<file path="config.mk">
export PLATFORM = sky130hd
export DESIGN_NAME = circular_fifo_queue_flat
export DESIGN_NICKNAME = d
export VERILOG_FILES = /design/src/rtl/cfq_pkg.sv /design/src/rtl/cfq_channels.sv /design/src/rtl/cfq_slot_ram.sv /design/src/rtl/cfq_ring_ctrl.sv /design/src/rtl/circular_fifo_queue.sv /design/src/flat_wrapper.sv
export SDC_FILE = /design/constraint.sdc
export NUM_CORES = 2
export LEC_CHECK = 0
export BUFFER_PORTS_ARGS = -buffer_cell sky130_fd_sc_hd__buf_2
export CORE_MARGIN = 3
export CORE_UTILIZATION = 45
export CTS_BUF_LIST = sky130_fd_sc_hd__clkbuf_4 sky130_fd_sc_hd__clkbuf_8
export DETAILED_ROUTE_END_ITERATION = 6
export SLEW_MARGIN = 30
export SYNTH_ARGS = -nofsm -noshare
export SYNTH_HDL_FRONTEND = slang
export SYNTH_SLANG_ARGS = --single-unit
</file>
<file path="constraint.sdc">
create_clock -name i_clk -period 7.3 [get_ports i_clk]
set_input_delay 0.73 -clock i_clk [delete_from_list [all_inputs] [get_ports i_clk]]
set_output_delay 0.73 -clock i_clk [all_outputs]
set_load 0.05 [all_outputs]
</file>
<file path="src/rtl/cfq_pkg.sv">
// Shared types and codes of the circular FIFO queue.
package cfq_pkg;

    // Operation codes carried by each input item.
    typedef logic [1:0] t_opcode;
    localparam t_opcode OP_PUSH  = 2'd0;
    localparam t_opcode OP_POP   = 2'd1;
    localparam t_opcode OP_PEEK  = 2'd2;
    localparam t_opcode OP_CLEAR = 2'd3;

    // Widths fixed by the item format.
    localparam int WORD_W   = 32;
    localparam int OCC_W    = 7;
    localparam int CFG_W    = 8;

    // Outcome of one operation, from the ring control to the result stages.
    typedef struct packed {
        logic             success;
        logic             rd_req;
        logic             is_empty;
        logic             is_full;
        logic [OCC_W-1:0] occupancy;
    } t_status;

endpackage

</file>
<file path="src/rtl/cfq_channels.sv">
// Request and response channel interfaces of the circular FIFO queue.
interface cfq_req_if;
    logic                             valid;
    logic                             ready;
    cfq_pkg::t_opcode                 opcode;
    logic signed [cfq_pkg::WORD_W-1:0] push_value;

    modport source (output valid, output opcode, output push_value, input ready);
    modport sink   (input valid, input opcode, input push_value, output ready);
endinterface

interface cfq_rsp_if;
    logic                              valid;
    logic                              ready;
    logic                              success;
    logic signed [cfq_pkg::WORD_W-1:0] read_value;
    logic [cfq_pkg::OCC_W-1:0]         occupancy;
    logic                              is_empty;
    logic                              is_full;

    modport source (output valid, output success, output read_value, output occupancy,
                    output is_empty, output is_full, input ready);
    modport sink   (input valid, input success, input read_value, input occupancy,
                    input is_empty, input is_full, output ready);
endinterface

</file>
<file path="src/rtl/cfq_slot_ram.sv">
// Slot storage: one write port, one read port, registered read data.
module cfq_slot_ram #(
    parameter int DEPTH = 128,
    parameter int AW    = 7
) (
    input  logic                       i_clk,
    input  logic                       i_wr_en,
    input  logic [AW-1:0]              i_wr_addr,
    input  logic [cfq_pkg::WORD_W-1:0] i_wr_data,
    input  logic                       i_rd_en,
    input  logic [AW-1:0]              i_rd_addr,
    output logic [cfq_pkg::WORD_W-1:0] o_rd_data
);

    logic [cfq_pkg::WORD_W-1:0] r_mem [DEPTH];
    logic [cfq_pkg::WORD_W-1:0] r_rd_data;

    // Store pushed words.
    always_ff @(posedge i_clk) begin
        if (i_wr_en) begin
            r_mem[i_wr_addr] <= i_wr_data;
        end
    end

    // Read the head word; hold it until the next read.
    always_ff @(posedge i_clk) begin
        if (i_rd_en) begin
            r_rd_data <= r_mem[i_rd_addr];
        end
    end

    assign o_rd_data = r_rd_data;

endmodule

</file>
<file path="src/rtl/cfq_ring_ctrl.sv">
// Head, tail and ring size registers, and the per-operation index update.
module cfq_ring_ctrl #(
    parameter int MAX_SLOTS = 128,
    parameter int IW        = 7,
    parameter int CW        = 8
) (
    input  logic                      i_clk,
    input  logic                      i_rst_n,
    input  logic                      i_cfg_we,
    input  logic [cfq_pkg::CFG_W-1:0] i_cfg_data,
    input  logic                      i_accept,
    input  cfq_pkg::t_opcode          i_opcode,
    output logic                      o_wr_en,
    output logic [IW-1:0]             o_wr_addr,
    output logic                      o_rd_en,
    output logic [IW-1:0]             o_rd_addr,
    output cfq_pkg::t_status          o_status
);

    localparam int RST_SLOTS = (128 > MAX_SLOTS) ? MAX_SLOTS : 128;
    localparam int CMP_W     = (CW > cfq_pkg::CFG_W) ? CW : cfq_pkg::CFG_W;

    logic [IW-1:0] r_head, n_head;
    logic [IW-1:0] r_tail, n_tail;
    logic [CW-1:0] r_slot_count, n_slot_count;

    logic          empty_now;
    logic          full_now;
    logic [CW-1:0] fill;
    logic [CMP_W-1:0] cfg_wide;

    function automatic logic [IW-1:0] wrap_next(input logic [IW-1:0] idx,
                                                input logic [CW-1:0] cnt);
        logic [CW-1:0] inc;
        inc = CW'(idx) + CW'(1);
        return (inc >= cnt) ? '0 : IW'(inc);
    endfunction

    // Flags before the operation.
    assign empty_now = (r_head == r_tail);
    assign full_now  = (wrap_next(r_tail, r_slot_count) == r_head);

    // Saturate the written ring size into the legal range.
    assign cfg_wide = CMP_W'(i_cfg_data);
    always_comb begin
        if (cfg_wide < CMP_W'(2)) begin
            n_slot_count = CW'(2);
        end else if (cfg_wide > CMP_W'(MAX_SLOTS)) begin
            n_slot_count = CW'(MAX_SLOTS);
        end else begin
            n_slot_count = CW'(cfg_wide);
        end
    end

    // Decode the operation, advance the indices and report the state after it.
    always_comb begin
        n_head           = r_head;
        n_tail           = r_tail;
        o_wr_en          = 1'b0;
        o_rd_en          = 1'b0;
        o_status.success = 1'b0;
        o_status.rd_req  = 1'b0;
        case (i_opcode)
            cfq_pkg::OP_PUSH: begin
                if (!full_now) begin
                    o_wr_en          = i_accept;
                    n_tail           = wrap_next(r_tail, r_slot_count);
                    o_status.success = 1'b1;
                end
            end
            cfq_pkg::OP_POP: begin
                if (!empty_now) begin
                    o_rd_en          = i_accept;
                    n_head           = wrap_next(r_head, r_slot_count);
                    o_status.success = 1'b1;
                    o_status.rd_req  = 1'b1;
                end
            end
            cfq_pkg::OP_PEEK: begin
                if (!empty_now) begin
                    o_rd_en          = i_accept;
                    o_status.success = 1'b1;
                    o_status.rd_req  = 1'b1;
                end
            end
            default: begin
                n_head           = '0;
                n_tail           = '0;
                o_status.success = 1'b1;
            end
        endcase
        fill = (n_tail >= n_head) ? (CW'(n_tail) - CW'(n_head))
                                  : (CW'(n_tail) + r_slot_count - CW'(n_head));
        o_status.occupancy = cfq_pkg::OCC_W'(fill);
        o_status.is_empty  = (n_head == n_tail);
        o_status.is_full   = (wrap_next(n_tail, r_slot_count) == n_head);
    end

    assign o_wr_addr = r_tail;
    assign o_rd_addr = r_head;

    // Hold the indices; a ring size write also empties the queue.
    always_ff @(posedge i_clk) begin
        if (!i_rst_n) begin
            r_head       <= '0;
            r_tail       <= '0;
            r_slot_count <= CW'(RST_SLOTS);
        end else if (i_cfg_we) begin
            r_head       <= '0;
            r_tail       <= '0;
            r_slot_count <= n_slot_count;
        end else if (i_accept) begin
            r_head <= n_head;
            r_tail <= n_tail;
        end
    end

endmodule

</file>
<file path="src/rtl/circular_fifo_queue.sv">
// Top level of the circular FIFO queue: ring control, slot memory and result stages.
// Each request item (push, pop, peek or clear) yields one response item once it is
// accepted, and a new item is accepted every cycle while responses are taken:
// indices update in the accept cycle, the slot memory read data is registered,
// and the response waits in an output register. The ring holds MAX_SLOTS words of
// storage; the written slot count (saturated to 2..MAX_SLOTS) sets the wrap point,
// one slot stays unused, and every slot count write empties the queue.
module circular_fifo_queue #(
    parameter int MAX_SLOTS = 128
) (
    input  logic                      i_clk,
    input  logic                      i_rst_n,
    input  logic                      i_cfg_we,
    input  logic [cfq_pkg::CFG_W-1:0] i_cfg_data,
    cfq_req_if.sink                   i_req,
    cfq_rsp_if.source                 o_rsp
);

    localparam int IW = $clog2(MAX_SLOTS);
    localparam int CW = $clog2(MAX_SLOTS + 1);

    logic                       accept;
    logic                       s1_adv;
    logic                       wr_en;
    logic [IW-1:0]              wr_addr;
    logic                       rd_en;
    logic [IW-1:0]              rd_addr;
    logic [cfq_pkg::WORD_W-1:0] rd_data;
    cfq_pkg::t_status           status;

    logic                       r_s1_valid;
    cfq_pkg::t_status           r_s1_status;
    logic                       r_out_valid;
    cfq_pkg::t_status           r_out_status;
    logic [cfq_pkg::WORD_W-1:0] r_out_value;

    // Handshake: the read stage moves on when the output register is empty or its item is being taken.
    assign s1_adv      = !r_out_valid || o_rsp.ready;
    assign i_req.ready = !r_s1_valid || s1_adv;
    assign accept      = i_req.valid && i_req.ready;

    cfq_ring_ctrl #(
        .MAX_SLOTS (MAX_SLOTS),
        .IW        (IW),
        .CW        (CW)
    ) u_ctrl (
        .i_clk      (i_clk),
        .i_rst_n    (i_rst_n),
        .i_cfg_we   (i_cfg_we),
        .i_cfg_data (i_cfg_data),
        .i_accept   (accept),
        .i_opcode   (i_req.opcode),
        .o_wr_en    (wr_en),
        .o_wr_addr  (wr_addr),
        .o_rd_en    (rd_en),
        .o_rd_addr  (rd_addr),
        .o_status   (status)
    );

    cfq_slot_ram #(
        .DEPTH (MAX_SLOTS),
        .AW    (IW)
    ) u_ram (
        .i_clk     (i_clk),
        .i_wr_en   (wr_en),
        .i_wr_addr (wr_addr),
        .i_wr_data (i_req.push_value),
        .i_rd_en   (rd_en),
        .i_rd_addr (rd_addr),
        .o_rd_data (rd_data)
    );

    // Track the item whose memory read is in flight.
    always_ff @(posedge i_clk) begin
        if (!i_rst_n) begin
            r_s1_valid <= 1'b0;
        end else if (accept) begin
            r_s1_valid <= 1'b1;
        end else if (s1_adv) begin
            r_s1_valid <= 1'b0;
        end
    end

    always_ff @(posedge i_clk) begin
        if (accept) begin
            r_s1_status <= status;
        end
    end

    // Hold the finished item until the sink takes it.
    always_ff @(posedge i_clk) begin
        if (!i_rst_n) begin
            r_out_valid <= 1'b0;
        end else if (s1_adv) begin
            r_out_valid <= r_s1_valid;
        end
    end

    always_ff @(posedge i_clk) begin
        if (r_s1_valid && s1_adv) begin
            r_out_status <= r_s1_status;
            r_out_value  <= r_s1_status.rd_req ? rd_data : '0;
        end
    end

    assign o_rsp.valid      = r_out_valid;
    assign o_rsp.success    = r_out_status.success;
    assign o_rsp.read_value = r_out_value;
    assign o_rsp.occupancy  = r_out_status.occupancy;
    assign o_rsp.is_empty   = r_out_status.is_empty;
    assign o_rsp.is_full    = r_out_status.is_full;

endmodule

</file>
<file path="src/flat_wrapper.sv">
// flat-port wrapper written by rule: the top's interface ports become plain ports
module circular_fifo_queue_flat 
#(
    parameter int MAX_SLOTS = 128
)
  (i_clk, i_rst_n, i_cfg_we, i_cfg_data, i_req_valid, i_req_opcode, i_req_push_value, i_req_ready, o_rsp_valid, o_rsp_success, o_rsp_read_value, o_rsp_occupancy, o_rsp_is_empty, o_rsp_is_full, o_rsp_ready);
  cfq_req_if i_req_i ();
  cfq_rsp_if o_rsp_i ();
  input  logic i_clk;
  input  logic i_rst_n;
  input  logic i_cfg_we;
  input  logic [cfq_pkg::CFG_W-1:0] i_cfg_data;
  input wire logic [$bits(i_req_i.valid)-1:0] i_req_valid;
  input wire logic [$bits(i_req_i.opcode)-1:0] i_req_opcode;
  input wire logic [$bits(i_req_i.push_value)-1:0] i_req_push_value;
  output wire logic [$bits(i_req_i.ready)-1:0] i_req_ready;
  output wire logic [$bits(o_rsp_i.valid)-1:0] o_rsp_valid;
  output wire logic [$bits(o_rsp_i.success)-1:0] o_rsp_success;
  output wire logic [$bits(o_rsp_i.read_value)-1:0] o_rsp_read_value;
  output wire logic [$bits(o_rsp_i.occupancy)-1:0] o_rsp_occupancy;
  output wire logic [$bits(o_rsp_i.is_empty)-1:0] o_rsp_is_empty;
  output wire logic [$bits(o_rsp_i.is_full)-1:0] o_rsp_is_full;
  input wire logic [$bits(o_rsp_i.ready)-1:0] o_rsp_ready;
  assign i_req_i.valid = i_req_valid;
  assign i_req_i.opcode = i_req_opcode;
  assign i_req_i.push_value = i_req_push_value;
  assign i_req_ready = i_req_i.ready;
  assign o_rsp_valid = o_rsp_i.valid;
  assign o_rsp_success = o_rsp_i.success;
  assign o_rsp_read_value = o_rsp_i.read_value;
  assign o_rsp_occupancy = o_rsp_i.occupancy;
  assign o_rsp_is_empty = o_rsp_i.is_empty;
  assign o_rsp_is_full = o_rsp_i.is_full;
  assign o_rsp_i.ready = o_rsp_ready;
  circular_fifo_queue #(.MAX_SLOTS(MAX_SLOTS)) u_core (.i_clk(i_clk), .i_rst_n(i_rst_n), .i_cfg_we(i_cfg_we), .i_cfg_data(i_cfg_data), .i_req(i_req_i), .o_rsp(o_rsp_i));
endmodule
</file>
=== Yosys cells after proc, flatten, opt, wreduce, memory -nomap -nowiden ===
Memories as Yosys holds them, arrays and structs flattened. A register that Yosys moved wholly into a read port is not among the register bits.
Index checks and enable logic that the tools add are counted.

* Register bits: 77
* Memory bits (writable): 4096
* Input bits: 47
* Word-level logic and storage cells: 67
* Memories kept: 1

{| class="wikitable"
|+ Memory list
! memory !! depth !! width !! rd ports !! clocked after Yosys merged registers in !! wr ports !! RTL line !! RTL
|-
| u_core.u_ram.r_mem || 128 || 32 || 1 || 1 || 1 || cfq_slot_ram.sv:15 || <nowiki>logic [cfq_pkg::WORD_W-1:0] r_mem [DEPTH];</nowiki>
|}

* Add/sub/neg operators: 6
* Magnitude comparators: 6
* Equal/unequal tests: 6
* Mux-type cells: 21
* Bitwise operators: 1
* Reductions and logical operators: 11

{| class="wikitable"
|+ Operator list
! cell !! number
|-
| 2-to-1 mux 7 bit || 6
|-
| == test 7 bit || 4
|-
| one-hot mux 7 bit (2 select lines) || 2
|-
| adder 7 x 1 -> 8 bit, second input constant || 3
|-
| >= comparator 8 bit || 3
|-
| 2-to-1 mux 8 bit || 2
|-
| subtractor 7 bit || 2
|-
| 2-to-1 mux 1 bit || 9
|-
| greater-than comparator 8 bit, second input constant || 1
|-
| less-than comparator 8 x 2 -> 1 bit, second input constant || 1
|-
| adder 7 bit || 1
|-
| >= comparator 7 bit || 1
|-
| OR reduction 2 bit || 3
|-
| == test 2 x 1 -> 1 bit, second input constant || 1
|-
| == test 2 bit, second input constant || 1
|-
| logical AND 1 bit || 2
|-
| logical NOT 1 bit || 2
|-
| logical NOT 2 bit || 1
|-
| logical OR 1 bit || 2
|-
| 2-to-1 mux 2 bit || 1
|-
| one-hot mux 1 bit (2 select lines) || 1
|-
| nonzero test 2 bit || 1
|-
| NOT 1 bit || 1
|}

=== Depth between registers and ports, before layout ===
* Depth after elaboration: 10
* Depth in mapped cells: 25

=== Cells and area by module ===
Synthesis repeated with hierarchy kept, for this count alone.

* Cells, all modules: 6570
* Area total of the unflattened synthesis: 162199.3 um^2

{| class="wikitable"
|+ By module, submodules not included
! module !! times used !! cells an instance !! area an instance (um^2)
|-
| cfq_slot_ram || 1 || 5990 || 156596.4
|-
| cfq_ring_ctrl || 1 || 483 || 3652.3
|-
| circular_fifo_queue || 1 || 97 || 1950.6
|}

=== Worst setup path before layout ===
OpenSTA, ideal clock, no wires.

* Kind: reg2reg
* Start point: register u_core.u_ctrl.r_head[0] (netlist: u_core.u_ctrl.o_rd_addr[0])
* End point: register u_core.r_s1_status[6] in the netlist's numbering, data pin
* Data arrival time: 5.568 ns
* Path slack: 1.471 ns
* Cell stages (with the launch flop): 24
* Buffers on the path: 4
* Clock period less this slack: 5.829 ns
* Path through: dfxtp_1 clkbuf_1 clkbuf_1 buf_2 buf_1 nand3_1 xnor2_1 ha_1 a2111oi_0 o21ai_0 a2111oi_4 a31o_2 o221ai_2 and2b_1 ha_1 or2_2 ha_1 a21oi_1 o21bai_1 a21o_1 a21oi_1 xnor2_1 mux2i_1 xnor2_1

{| class="wikitable"
|+ RTL lines
! element !! RTL line !! RTL
|-
| start: declaration || cfq_ring_ctrl.sv:23 || <nowiki>logic [IW-1:0] r_head, n_head;</nowiki>
|-
| start signal: assignment || cfq_ring_ctrl.sv:113 || <nowiki>r_head <= n_head;</nowiki>
|-
| end signal: assignment || circular_fifo_queue.sv:86 || <nowiki>r_s1_status <= status;</nowiki>
|-
| end: declaration || circular_fifo_queue.sv:32 || <nowiki>cfq_pkg::t_status r_s1_status;</nowiki>
|}

==> qor.yml <==
synth-edff-count: 4181
grt_pass1_wl_um: 605300
synth_compound_area_share_pct: 0.5424
intPower_uw: 36790
grt_overflow_total: 0
ys.flop_type: "edfxtp_1"
tns_ns: 0
critPathLaunchType: "flip-flop"
drive_gt1_share_pct: 37.64
status: "completed"
synthMuxAreaShare_pct: 19.01
clock_latency_ns: 1.23
yosysSeqAreaShare_pct: 77.94
critPathKind: "flip-flop to flip-flop"
cts-buffers-inserted: 664
arrival_ns: 7.68
required_ns: 8.32
clk_pin_slew_ns: 0.06
seq_power_share_pct: 57.0
cts_tree: "yes"
antenna_found_initial: 61
p_comb_share_pct: 1.5
maxCapViolations: 0
gr-usage-all-layers_pct: 23.49
post_cts.repair.setup_buffers: 0
path_max_fanout: 16
synthArstFlopShare_pct: 0
synth_fa_ha_area_share_pct: 0.4101
grt_max_degree: 154
placed_cell_area_um2: 170300
cts_resized: 0
start_util_pct: 45.32
critPathCaptureType: "flip-flop"
p_per_area_nw_per_um2: 253.7
fp-row-count: 219
cts-root-buf: "clkbuf_8"
fin_crit_ns: 6.660
clkSinkCount: 4205
rsz0062_at_grt: "false"
final_area_um2: 183900
synth-xor-area-share_pct: 0.1950
die-area_um2: 366600
max-vdd-ir-drop_mv: 0.1804
synth_top_family_by_area: "multiplexers"
drt_pass1_iterations: 6
synth_seq_cells: 4205
routed_wl_um: 431000
drv_slew: 0
die_y_um: 605.4
switchingPower_uw: 9865
final_nets: 7362
hp-class: "primary input to flip-flop"
vias_per_cell: 6.068
clkPwrFrac_pct: 41.5
ys_types: 67
antenna_left: 0
hold_violations: 0
io_buffers: 90
switching_share_pct: 21.14
syn_nets: 6627
wire_per_inst_um: 34.30
skew_ns: 0.09206
vias: 76240
period_share_pct: 91.24
io_pins: 91
route.detailed.drc: 0
syn_inst: 6530
htree_levels: 6
grt_pass1_vias: 77830
die_w_um: 605.4
avgSynthCellArea_um2: 24.76
gp_congestion: 0.8802
drtIter0Drc: 10790
worst-slew-pin-transition_ns: 1.047
cts.path.max_buffers: 4
synth-simple-area-share_pct: 1.018
core_area_um2: 356800
syn_area_um2: 161700
max_slew_margin_pct: 30.22
leakage_uw: 0.05496
yosys_warnings: 0
dp_hpwl_um: 249900
setup_viol: 0
area_delta_synth_final_pct: 13.76
fmax_ghz: 0.1501
layout make-up:
class	count	area, µm²
clock inverters	292	1842
flip-flops and latches	4205	126100
well taps	4751	5944
clock buffers	890	10890
multi-input cells	1953	35270
fillers	27450	172800
diodes	32	80.08
repair buffers	405	3727
inverters	36	135.1
cell usage in the layout (no fill, tap or decap), drive strengths merged, types with 7 or more instances in the layout:
master,n
clkbuf,890
nor2,170
a21o,13
nand4,7
a21oi,36
mux4,1344
nor2b,13
edfxtp,4181
and2,41
xnor2,27
dlygate4sd3,38
nor3,7
clkinv,234
o21ai,22
buf,367
ha,45
diode,32
inv,68
mux2i,8
and3,7
nand2,71
bufinv,10
clkinvlp,16
mux2,35
xor2,9
nand3,17
dfxtp,24
sequential cells by signal, summed over array words and instances, names as in the netlist, 7 cells and up:
signal / cells
u_core.u_ram.o_rd_data: 32
u_core.o_rsp.read_value: 32
u_core.u_ctrl.o_rd_addr: 7
u_core.u_ctrl.r_slot_count: 8
u_core.r_s1_status: 11
u_core.u_ram.r_mem: 4096
u_core.u_ctrl.o_wr_addr: 7
u_core.o_rsp.occupancy: 7
Yosys cell counts (all sizes together) (2+ instances only):
library cell  instances  share of area (%)
inv                  36              0.084
nor2                170               0.39
o21ai                22              0.068
a22oi                 6              0.031
nor4                  6              0.032
mux2i                 8              0.050
and2                 41               0.16
nand4                 7              0.027
nand2                71               0.17
or3                   4              0.015
o21a                  3              0.014
and3                  7              0.027
nand3                17              0.063
mux4               1344                 19
nor2b                13              0.050
a31oi                 5              0.029
o211ai                4              0.019
o21bai                6              0.028
a21o                 13              0.060
nand2b                6              0.023
a2111oi               2              0.022
dfxtp                24               0.30
xor2                  9              0.049
nor3                  7              0.022
mux2                 35               0.24
fa                    5              0.062
and2b                 2             0.0093
a211oi                6              0.046
ha                   45               0.35
edfxtp             4181                 78
a32oi                 2              0.011
xnor2                27               0.15
a211o                 5              0.027
a21oi                36               0.11
clkbuf              210               0.49
or2                   2             0.0077
o22ai                 3              0.012
buf                 126               0.31
path summary, 6_finish.rpt:
kind                                                    end  slack (ns)                        from  cells past startpoint
worst max-delay path                  u_core.r_s1_status[7]        0.64  u_core.u_ctrl.o_wr_addr[1]                     23
worst min-delay path            u_core.u_ram.r_mem[124][12]        0.09        i_req_push_value[12]                      1
worst max register to register        u_core.r_s1_status[7]        0.64  u_core.u_ctrl.o_wr_addr[1]                     23
worst min register to register    u_core.o_rsp.occupancy[5]        0.42       u_core.r_s1_status[5]                      0
power by group through the flow:
| stage | Combinational [µW] | Clock (µW) | Sequential [µW] |
|---|---|---|---|
| floorplan | 99.0 | 0 | 27100 |
| global placement | 662 | 0 | 27100 |
| detailed placement | 687 | 0 | 27100 |
| CTS | 703 | 19700 | 26600 |
| global route | 759 | 20800 | 26600 |
| finish | 715 | 19400 | 26600 |
metal layers:
metal	vias to the layer above	wire [µm]	GRT usage [%]
met5	-	86	0
met4	12	9148	5.401
met3	558	39730	4.093
met2	4004	206800	36.98
met1	41670	175200	34.65
li1	29990	-	-
repair_timing:
item | CTS | global route
setup endpoints to repair | 0 | 0
hold buffers | 36 | 2
hold endpoints to repair | 305 | 48
through the flow:
stage / hold slack [ns] / total power (µW) / std cells / util (%) / setup WS (ns)
6_report: 0.09113 / 46660 / 12560 / 51.56 / 0.6398
5_1_grt: 0.02595 / 48160 / 12550 / 51.55 / 0.1406
4_1_cts: 0.001515 / 47030 / 12520 / 51.41 / 0.8007
3_5_place_dp: 0.4045 / 27770 / 11300 / 47.74 / 0.8602
3_3_place_gp: 0.4037 / 27750 / 11280 / 47.62 / 0.7594
2_1_floorplan: 0.4003 / 27220 / 6530 / - / 1.471
cells by family after synthesis:
kind of cell / Yosys count
buffers and inverters: 372
muxes: 1387
DFF: 4205
and+or+nand+nor: 357
AOI/OAI and AO/OA: 123
xor gates and xnor gates: 36
adders and majority gates: 50
worst max-delay path, stage by stage, from the launching register on:
cell and delay [ns]:
dfxtp_1 0.71, ha_1 0.39, nand3_2 0.17, nor2_1 0.19, xor2_1 0.22, ha_1 0.28, a21o_1 0.19, a221oi_1 0.42
o21ai_0 0.23, a31oi_1 0.38, nand2_2 0.19, a211oi_2 0.44, nor2_1 0.24, xor2_1 0.23, ha_1 0.30, a21o_1 0.17
a211o_1 0.28, a21oi_1 0.15, o21ai_1 0.24, or3_1 0.37, mux2i_1 0.19, xnor2_1 0.14, o2111ai_1 0.13, nor4_1 0.20
No activity file was read; power rests on OpenSTA's default activity.
